<file path="config.mk">
export PLATFORM = sky130hd
export DESIGN_NAME = rgb_channel_blend_modes
export DESIGN_NICKNAME = d
export VERILOG_FILES = /design/src/design/rcbm_pkg.sv /design/src/design/rgb_channel_blend_modes.sv
export SDC_FILE = /design/constraint.sdc
export NUM_CORES = 2
export LEC_CHECK = 0
export ABC_AREA = 1
export BUFFER_PORTS_ARGS = -buffer_cell sky130_fd_sc_hd__clkbuf_2
export CORE_MARGIN = 2
export CORE_UTILIZATION = 50
export CTS_CLUSTER_DIAMETER = 120
export DETAILED_ROUTE_END_ITERATION = 12
export PLACE_DENSITY = 0.74
export RECOVER_POWER = 50
export SYNTH_ARGS = -nofsm -noshare
export SYNTH_HDL_FRONTEND = slang
export SYNTH_SLANG_ARGS = --single-unit
</file>
<file path="constraint.sdc">
create_clock -name i_clk -period 25.3 [get_ports i_clk]
set_input_delay 2.53 -clock i_clk [delete_from_list [all_inputs] [get_ports i_clk]]
set_output_delay 2.53 -clock i_clk [all_outputs]
set_load 0.01 [all_outputs]
</file>
<file path="src/design/rcbm_pkg.sv">
// rcbm_pkg: word types, blend mode codes and per-lane pipeline record
// for the rgb channel blend block; no dependencies
package rcbm_pkg;

    localparam logic [4:0] MODE_NORMAL     = 5'd0;
    localparam logic [4:0] MODE_LIGHTEN    = 5'd1;
    localparam logic [4:0] MODE_DARKEN     = 5'd2;
    localparam logic [4:0] MODE_MULTIPLY   = 5'd3;
    localparam logic [4:0] MODE_AVERAGE    = 5'd4;
    localparam logic [4:0] MODE_ADD        = 5'd5;
    localparam logic [4:0] MODE_SUBTRACT   = 5'd6;
    localparam logic [4:0] MODE_DIFFERENCE = 5'd7;
    localparam logic [4:0] MODE_NEGATION   = 5'd8;
    localparam logic [4:0] MODE_SCREEN     = 5'd9;
    localparam logic [4:0] MODE_EXCLUSION  = 5'd10;
    localparam logic [4:0] MODE_OVERLAY    = 5'd11;
    localparam logic [4:0] MODE_SOFT_LIGHT = 5'd12;
    localparam logic [4:0] MODE_HARD_LIGHT = 5'd13;
    localparam logic [4:0] MODE_DODGE      = 5'd14;
    localparam logic [4:0] MODE_BURN       = 5'd15;
    localparam logic [4:0] MODE_LIN_DODGE  = 5'd16;
    localparam logic [4:0] MODE_LIN_BURN   = 5'd17;
    localparam logic [4:0] MODE_LIN_LIGHT  = 5'd18;
    localparam logic [4:0] MODE_VIVID      = 5'd19;
    localparam logic [4:0] MODE_PIN_LIGHT  = 5'd20;
    localparam logic [4:0] MODE_HARD_MIX   = 5'd21;
    localparam logic [4:0] MODE_REFLECT    = 5'd22;
    localparam logic [4:0] MODE_GLOW       = 5'd23;
    localparam logic [4:0] MODE_PHOENIX    = 5'd24;

    localparam logic [4:0] MODE_RESET      = MODE_DARKEN;

    localparam logic [0:0] REG_BLEND_MODE  = 1'b0;

    localparam logic [7:0] MAXV = 8'd255;
    localparam logic [7:0] HALF = 8'd128;
    localparam logic [7:0] QTR  = 8'd64;

    typedef struct packed {
        logic [7:0] a_chan0;
        logic [7:0] a_chan1;
        logic [7:0] a_chan2;
        logic [7:0] b_chan0;
        logic [7:0] b_chan1;
        logic [7:0] b_chan2;
    } t_in_word;

    typedef struct packed {
        logic [7:0] out_chan0;
        logic [7:0] out_chan1;
        logic [7:0] out_chan2;
    } t_out_word;

    // one channel's record as it moves down the pipeline
    typedef struct packed {
        logic [7:0]  s;      // result of the plain modes
        logic [8:0]  sum;    // a + b
        logic        up;     // upper branch: 255 - quotient
        logic        dbl;    // numerator is twice the product
        logic        ceil;   // round the /255 upward
        logic        usep;   // divider dividend is the product
        logic        burn;   // burn style divider result
        logic [7:0]  d;      // divisor
        logic [7:0]  da;     // dividend high byte when shifted
        logic [7:0]  x;
        logic [7:0]  y;
        logic [15:0] p;
        logic [15:0] n;
        logic [16:0] m;
        logic        sat;
        logic [7:0]  rem;
        logic [7:0]  q;
        logic [8:0]  qe;
    } t_lane;

endpackage

</file>
<file path="src/design/rgb_channel_blend_modes.sv">
// rgb_channel_blend_modes: top level, per-pixel separable blend of two rgb8 layers
// depends on rcbm_pkg (word types, mode codes, lane record)

// Takes one pixel pair per clock and returns the blended pixel at the output
// register; a new word is accepted every cycle while no finished word waits or
// the output is ready. The pipeline holds operand select, one 8x8 multiply,
// numerator build, two stages of a 4-bit-per-stage restoring divider
// (shared by dodge, burn, vivid light, hard mix, reflect and glow) that also run
// the divide-by-255 estimate and correction, and a final select into the output
// register. A stall freezes the whole pipeline. blend_mode resets to darken;
// codes 25 to 31 pass the first layer through unchanged.
module rgb_channel_blend_modes (
    input  logic                 i_clk,
    input  logic                 i_rst_n,
    input  logic                 i_in_valid,
    output logic                 o_in_ready,
    input  rcbm_pkg::t_in_word   i_in_word,
    output logic                 o_out_valid,
    input  logic                 i_out_ready,
    output rcbm_pkg::t_out_word  o_out_word,
    input  logic                 psel,
    input  logic                 penable,
    input  logic                 pwrite,
    input  logic [2:0]           paddr,
    input  logic [31:0]          pwdata,
    output logic [31:0]          prdata,
    output logic                 pready
);

    localparam int NST = 5;

    logic [4:0]      r_mode;
    logic [NST-1:0]  r_vld;
    logic [4:0]      r_md  [NST];
    rcbm_pkg::t_lane r_st  [NST][3];
    rcbm_pkg::t_lane n_st0 [3];
    rcbm_pkg::t_lane n_st  [1:NST-1][3];
    logic            r_out_vld;
    rcbm_pkg::t_out_word r_out;
    rcbm_pkg::t_out_word n_out;
    logic            en;
    logic [7:0]      in_a [3];
    logic [7:0]      in_b [3];

    // ---- configuration port
    assign pready = 1'b1;
    assign prdata = (paddr[2] == rcbm_pkg::REG_BLEND_MODE) ? {27'd0, r_mode} : 32'd0;

    always_ff @(posedge i_clk) begin
        if (!i_rst_n) begin
            r_mode <= rcbm_pkg::MODE_RESET;
        end else if (psel && penable && pwrite && paddr[2] == rcbm_pkg::REG_BLEND_MODE) begin
            r_mode <= pwdata[4:0];
        end
    end

    // ---- global pipeline advance, held only while a finished word waits
    assign en          = !r_out_vld || i_out_ready;
    assign o_in_ready  = en;
    assign o_out_valid = r_out_vld;
    assign o_out_word  = r_out;

    assign in_a[0] = i_in_word.a_chan0;
    assign in_a[1] = i_in_word.a_chan1;
    assign in_a[2] = i_in_word.a_chan2;
    assign in_b[0] = i_in_word.b_chan0;
    assign in_b[1] = i_in_word.b_chan1;
    assign in_b[2] = i_in_word.b_chan2;

    // ---- stage 0: operand select and plain modes
    always_comb begin
        logic [7:0] a, b, c, b2, df, mn, mx;
        logic [8:0] sm, t9;
        for (int ch = 0; ch < 3; ch++) begin
            a  = in_a[ch];
            b  = in_b[ch];
            c  = {1'b0, a[7:1]} + rcbm_pkg::QTR;
            b2 = {b[6:0], 1'b0};
            df = (a > b) ? a - b : b - a;
            mn = (a < b) ? a : b;
            mx = (a > b) ? a : b;
            sm = {1'b0, a} + {1'b0, b};
            t9 = '0;
            n_st0[ch]      = '0;
            n_st0[ch].sum  = sm;
            n_st0[ch].x    = a;
            n_st0[ch].y    = b;
            n_st0[ch].d    = ~b;
            n_st0[ch].da   = a;
            n_st0[ch].s    = a;
            case (r_mode)
                rcbm_pkg::MODE_LIGHTEN:    n_st0[ch].s = mx;
                rcbm_pkg::MODE_DARKEN:     n_st0[ch].s = mn;
                rcbm_pkg::MODE_AVERAGE:    n_st0[ch].s = sm[8:1];
                rcbm_pkg::MODE_ADD, rcbm_pkg::MODE_LIN_DODGE:
                    n_st0[ch].s = sm[8] ? rcbm_pkg::MAXV : sm[7:0];
                rcbm_pkg::MODE_SUBTRACT, rcbm_pkg::MODE_LIN_BURN:
                    n_st0[ch].s = (sm < 9'd255) ? 8'd0 : 8'(sm - 9'd255);
                rcbm_pkg::MODE_DIFFERENCE: n_st0[ch].s = df;
                rcbm_pkg::MODE_NEGATION:
                    n_st0[ch].s = (sm > 9'd255) ? 8'(10'd510 - {1'b0, sm}) : sm[7:0];
                rcbm_pkg::MODE_PHOENIX:    n_st0[ch].s = rcbm_pkg::MAXV - df;
                rcbm_pkg::MODE_LIN_LIGHT: begin
                    if (b < rcbm_pkg::HALF) begin
                        t9 = sm + {1'b0, b};
                        n_st0[ch].s = (t9 < 9'd255) ? 8'd0 : 8'(t9 - 9'd255);
                    end else begin
                        t9 = {1'b0, a} + {1'b0, b2};
                        n_st0[ch].s = t9[8] ? rcbm_pkg::MAXV : t9[7:0];
                    end
                end
                rcbm_pkg::MODE_PIN_LIGHT: begin
                    if (b < rcbm_pkg::HALF) begin
                        n_st0[ch].s = (a < b2) ? a : b2;
                    end else begin
                        n_st0[ch].s = (a > b2) ? a : b2;
                    end
                end
                rcbm_pkg::MODE_SCREEN: begin
                    n_st0[ch].x = ~a;
                    n_st0[ch].y = ~b;
                end
                rcbm_pkg::MODE_EXCLUSION:  n_st0[ch].dbl = 1'b1;
                rcbm_pkg::MODE_OVERLAY: begin
                    n_st0[ch].dbl = 1'b1;
                    if (b[7]) begin
                        n_st0[ch].x  = ~a;
                        n_st0[ch].y  = ~b;
                        n_st0[ch].up = 1'b1;
                    end
                end
                rcbm_pkg::MODE_HARD_LIGHT: begin
                    n_st0[ch].dbl = 1'b1;
                    if (a[7]) begin
                        n_st0[ch].x  = ~a;
                        n_st0[ch].y  = ~b;
                        n_st0[ch].up = 1'b1;
                    end
                end
                rcbm_pkg::MODE_SOFT_LIGHT: begin
                    n_st0[ch].dbl = 1'b1;
                    n_st0[ch].x   = c;
                    if (b[7]) begin
                        n_st0[ch].x    = ~c;
                        n_st0[ch].y    = ~b;
                        n_st0[ch].up   = 1'b1;
                        n_st0[ch].ceil = 1'b1;
                    end
                end
                rcbm_pkg::MODE_BURN: begin
                    n_st0[ch].d    = b;
                    n_st0[ch].da   = ~a;
                    n_st0[ch].burn = 1'b1;
                end
                rcbm_pkg::MODE_VIVID, rcbm_pkg::MODE_HARD_MIX: begin
                    if (!b[7]) begin
                        n_st0[ch].d    = b2;
                        n_st0[ch].da   = ~a;
                        n_st0[ch].burn = 1'b1;
                    end else begin
                        n_st0[ch].d    = ~b2;
                    end
                end
                rcbm_pkg::MODE_REFLECT: begin
                    n_st0[ch].x    = a;
                    n_st0[ch].y    = a;
                    n_st0[ch].usep = 1'b1;
                end
                rcbm_pkg::MODE_GLOW: begin
                    n_st0[ch].x    = b;
                    n_st0[ch].y    = b;
                    n_st0[ch].usep = 1'b1;
                    n_st0[ch].d    = ~a;
                end
                default: ;
            endcase
        end
    end

    // ---- stages 1 to 4: multiply, numerator, divider and /255
    always_comb begin
        logic [8:0]  t;
        logic [25:0] e;
        logic [17:0] r;
        for (int ch = 0; ch < 3; ch++) begin
            // multiply
            n_st[1][ch]   = r_st[0][ch];
            n_st[1][ch].p = r_st[0][ch].x * r_st[0][ch].y;

            // numerators and divider setup
            n_st[2][ch]   = r_st[1][ch];
            n_st[2][ch].n = r_st[1][ch].usep ? r_st[1][ch].p : {r_st[1][ch].da, 8'h00};
            n_st[2][ch].m = (r_st[1][ch].dbl ? {r_st[1][ch].p, 1'b0} : {1'b0, r_st[1][ch].p})
                          + (r_st[1][ch].ceil ? 17'd254 : 17'd0);
            n_st[2][ch].sat = (n_st[2][ch].n[15:8] >= r_st[1][ch].d);
            n_st[2][ch].rem = n_st[2][ch].n[15:8];
            n_st[2][ch].q   = '0;

            // divider bits 7..4, reciprocal estimate of m/255
            n_st[3][ch] = r_st[2][ch];
            for (int i = 7; i >= 4; i--) begin
                t = {n_st[3][ch].rem, n_st[3][ch].n[i]};
                if (t >= {1'b0, n_st[3][ch].d}) begin
                    n_st[3][ch].rem  = 8'(t - {1'b0, n_st[3][ch].d});
                    n_st[3][ch].q[i] = 1'b1;
                end else begin
                    n_st[3][ch].rem = t[7:0];
                end
            end
            e = {9'd0, r_st[2][ch].m} + {1'b0, r_st[2][ch].m, 8'd0};
            n_st[3][ch].qe = e[24:16];

            // divider bits 3..0, one-step correction of the estimate
            n_st[4][ch] = r_st[3][ch];
            for (int i = 3; i >= 0; i--) begin
                t = {n_st[4][ch].rem, n_st[4][ch].n[i]};
                if (t >= {1'b0, n_st[4][ch].d}) begin
                    n_st[4][ch].rem  = 8'(t - {1'b0, n_st[4][ch].d});
                    n_st[4][ch].q[i] = 1'b1;
                end else begin
                    n_st[4][ch].rem = t[7:0];
                end
            end
            r = {1'b0, r_st[3][ch].m} + {9'd0, r_st[3][ch].qe}
              - {1'b0, r_st[3][ch].qe, 8'd0};
            if (r >= 18'd255) begin
                n_st[4][ch].qe = r_st[3][ch].qe + 9'd1;
            end
        end
    end

    // ---- final select
    always_comb begin
        logic [7:0] res [3];
        logic [7:0] dv, q8;
        rcbm_pkg::t_lane l;
        for (int ch = 0; ch < 3; ch++) begin
            l  = r_st[4][ch];
            q8 = l.qe[7:0];
            if (l.d == 8'd0) begin
                dv = l.burn ? 8'd0 : rcbm_pkg::MAXV;
            end else if (l.burn) begin
                dv = (l.sat || l.q == rcbm_pkg::MAXV) ? 8'd0 : rcbm_pkg::MAXV - l.q;
            end else begin
                dv = l.sat ? rcbm_pkg::MAXV : l.q;
            end
            case (r_md[4])
                rcbm_pkg::MODE_MULTIPLY:   res[ch] = q8;
                rcbm_pkg::MODE_SCREEN:     res[ch] = rcbm_pkg::MAXV - l.p[15:8];
                rcbm_pkg::MODE_EXCLUSION:  res[ch] = 8'(l.sum - l.qe);
                rcbm_pkg::MODE_OVERLAY, rcbm_pkg::MODE_SOFT_LIGHT, rcbm_pkg::MODE_HARD_LIGHT:
                    res[ch] = l.up ? rcbm_pkg::MAXV - q8 : q8;
                rcbm_pkg::MODE_DODGE, rcbm_pkg::MODE_BURN, rcbm_pkg::MODE_VIVID,
                rcbm_pkg::MODE_REFLECT, rcbm_pkg::MODE_GLOW:
                    res[ch] = dv;
                rcbm_pkg::MODE_HARD_MIX:
                    res[ch] = (dv < rcbm_pkg::HALF) ? 8'd0 : rcbm_pkg::MAXV;
                default:                   res[ch] = l.s;
            endcase
        end
        n_out.out_chan0 = res[0];
        n_out.out_chan1 = res[1];
        n_out.out_chan2 = res[2];
    end

    // ---- pipeline registers, valid bits travel with the words
    always_ff @(posedge i_clk) begin
        if (!i_rst_n) begin
            r_vld     <= '0;
            r_out_vld <= 1'b0;
        end else if (en) begin
            r_vld     <= {r_vld[NST-2:0], i_in_valid};
            r_out_vld <= r_vld[NST-1];
        end
    end

    always_ff @(posedge i_clk) begin
        if (en) begin
            r_md[0] <= r_mode;
            for (int k = 1; k < NST; k++) begin
                r_md[k] <= r_md[k-1];
            end
            for (int ch = 0; ch < 3; ch++) begin
                r_st[0][ch] <= n_st0[ch];
            end
            for (int k = 1; k < NST; k++) begin
                for (int ch = 0; ch < 3; ch++) begin
                    r_st[k][ch] <= n_st[k][ch];
                end
            end
            r_out <= n_out;
        end
    end

    // ---- assertions
    a_ready_rule: assert property (@(posedge i_clk) disable iff (!i_rst_n)
        o_in_ready == (!o_out_valid || i_out_ready))
        else $error("input ready does not follow output stall");

    a_stall_holds: assert property (@(posedge i_clk) disable iff (!i_rst_n)
        !en |=> $stable(r_vld) && $stable(r_out_vld))
        else $error("pipeline moved during a stall");

    a_enter: assert property (@(posedge i_clk) disable iff (!i_rst_n)
        en |=> r_vld[0] == $past(i_in_valid))
        else $error("accepted word not captured in first stage");

    a_drain: assert property (@(posedge i_clk) disable iff (!i_rst_n)
        en |=> r_out_vld == $past(r_vld[NST-1]))
        else $error("last stage word lost on its way out");

endmodule
</file>
==> impl_metrics.csv <==
group,metric,value,unit
clocking,insertion_delay,710,ps
sta,fin_crit_sh,55.0,%
global_routing,grt_max_degree,214,
layout,diodes,0,
clocking,cts-root-buf,"clkbuf_16",
clocking,cts_hold_buf,0,
die,fp.dieW,377,um
power_and_ir_drop,clock_power_share,14.9,%
layout,final_cell_mix,"1778 x nand2_1, 1148 x inv_1, 947 x edfxtp_1",
placement,gp_congestion,0.976,
logic_synthesis,syn_inst,7981,
power_and_ir_drop,combPwrFrac,57.5,%
clocking,clk_pin_slew,60,ps
layout,multi_input_area,0.0352,sq mm
power_and_ir_drop,power_switching_share,45.3,%
power_and_ir_drop,p_per_area,127,mW/mm^2
layout,drive_above_1_share,4.66,%
sta,drv_slew,600,
setup_path,criticalPathCategory,"in -> reg",
sta,min_period,13920,ps
clocking,cts_setup_buffers,0,
power_and_ir_drop,internal_power,5160,uW
clocking,cts_max_path_buffers,3,
sta,final-setup-viol-count,0,
die,dieArea,0.142,sq mm
layout,nets,8855,
run,drv_cap,9,
clocking,cts_inserted_buffers,89,
logic_synthesis,async_reset_ff_share,0,%
logic_synthesis,yosys_register_bits,958,
placement,hpwl,138,mm
die,rows,136,
sta,max_slew.worst_pin.slew,9190,ps
logic_synthesis,yosysSeqAreaShare,41.3,%
route,drt_iter0_markers,5517,
global_routing,grt_antenna_before_repair,0,
logic_synthesis,syn_avg_cell_area,8.70,sq um
global_routing,grt_first_pass_wirelength,283,mm
clocking,cts_resized,0,
setup_path,required,25630,ps
setup_path,startpoint_type,"input port",
sta,rsz0062_at_grt,"false",
clocking,cts_tree,"built",
setup_path,worstPathMaxFanout,190,
route,post_drt_wl_per_cell,18.4,um
sta,hold_violations,0,
logic_synthesis,syn_area,0.0694,sq mm
logic_synthesis,ys_types,73,
route,detail_route.vias_per_cell,5.57,
layout,layout_commonest_cell,"nand2_1",
die,start_util,50.4,%
route,vias,54900,
layout,syn_to_final_growth,6.98,%
clocking,cts_sinks,958,
sta,tns,0,ps
setup_path,crit_arrival,14250,ps
layout,nFillCells,12200,
layout,regArea,0.0287,sq mm
setup_path,end_kind,"flip-flop",
global_routing,grt.total_usage,25.2,%
clocking,htree_levels,3,
route,drtPass1Iterations,6,
die,core_area,0.138,sq mm
logic_synthesis,synth_edf_count,947,
sta,slew_headroom,-513,%
route,wl,182,mm
global_routing,grt_pass1_vias,51700,
logic_synthesis,ys_warn_count,0,
sta,whs,403,ps
min_path,hold_class,"reg -> reg",
die,die_y,377,um
sta,finClkSkew,40.8,ps
run_status,violations,"max-capacitance violations, max-slew violations",
power_and_ir_drop,p_sw,4270,uW
run_status,status,"finished, violations left",
global_routing,grt.overflow.total,0,
die,num_io_pins,149,
route,ant_nets,0,
placement,portBuffers,91,
logic_synthesis,ys.flop_type,"edfxtp_1",
route,drc,0,
sta,max_freq,71.8,MHz
power_and_ir_drop,seq_power_share,27.6,%
power_and_ir_drop,vdd_drop_max,99.9,uV
power_and_ir_drop,power.leakage,0.0348,uW
==> metal layers <==
metal,part of all wire [%],track usage (%),vias to the layer above
met4,4.5,10.8,0
met2,45,39.7,2196
met3,6.6,2.65,425
met1,44,35.4,25500
li1,-,-,26800
met5,0,0,-
==> final cells by class <==
class,count,area share (%)
clock buffer,101,3.11
clock inverter,67,1.10
inverter,1197,6.05
multi-input combinational,5622,47.3
sequential,958,38.6
tap,1794,3.02
timing repair buffer,118,0.808
==> cells by family (layout without fill, tap and decap cells) <==
group	after synthesis	count (layout)	share of synthesized area (%)
adders and majority gates	779	779	15.7
other	2	28	0.0108
AOI/OAI and AO/OA	1264	1264	10.5
buffers and inverters	1427	1483	8.12
and+or+nand+nor	3182	3182	19.7
DFF	958	958	41.3
muxes	5	5	0.0793
xor gates and xnor gates	364	364	4.59
==> per-stage QoR <==
step | instances | area [sq um] | utilization, % | setup WS, ps | power (uW)
floorplan | 8007 | 69500 | - | 1790 | 6810
global placement | 9689 | 71300 | 51.8 | 17980 | 7850
detailed placement | 9689 | 71300 | 51.8 | 17900 | 7980
CTS | 9857 | 74500 | 54.1 | 17830 | 9440
global route | 9857 | 74300 | 54.0 | 10050 | 10300
finish | 9857 | 74300 | 54.0 | 11380 | 9420
==> final timing paths <==
kind,startpoint,end,slack [ps],depth (start not counted)
min reg2reg,r_st[3][16],r_st[4][16],400,0
max reg2reg,o_out_valid,r_st[1][124],12940,5
min,r_st[3][16],r_st[4][16],400,0
max,i_out_ready,r_st[1][124],11380,5
==> cell usage after synthesis, types with 125 or more instances <==
library cell | count | area, sq um
a21oi_1 | 497 | 2490
clkbuf_1 | 125 | 469
edfxtp_1 | 947 | 28400
fa_1 | 152 | 3040
ha_1 | 627 | 7850
inv_1 | 1147 | 4310
nand2_1 | 1768 | 6640
nand3_1 | 466 | 2330
nor2_1 | 567 | 2130
o21ai_0 | 360 | 1800
xnor2_1 | 150 | 1310
xor2_1 | 214 | 1870
==> critical path: stages <==
cell and delay [ps]:
clkbuf_2 80, nor2_1 100, clkinvlp_2 2930, clkbuf_1 6610, buf_4 1580
==> state kept, by name, indices dropped and copies added (netlist names) <==
name / flops
r_st: 898
r_vld: 5
o_out_valid: 1
r_mode: 5
r_md: 25
o_out_word: 24
==> power by group through the flow <==
stage / clock network [uW] / registers, uW / logic (uW)
floorplan: 0 / 2490 / 4320
global placement: 0 / 2610 / 5230
detailed placement: 0 / 2620 / 5360
CTS: 1430 / 2590 / 5410
global route: 1490 / 2630 / 6200
finish: 1410 / 2600 / 5420
(Power assumes the default switching activity.)
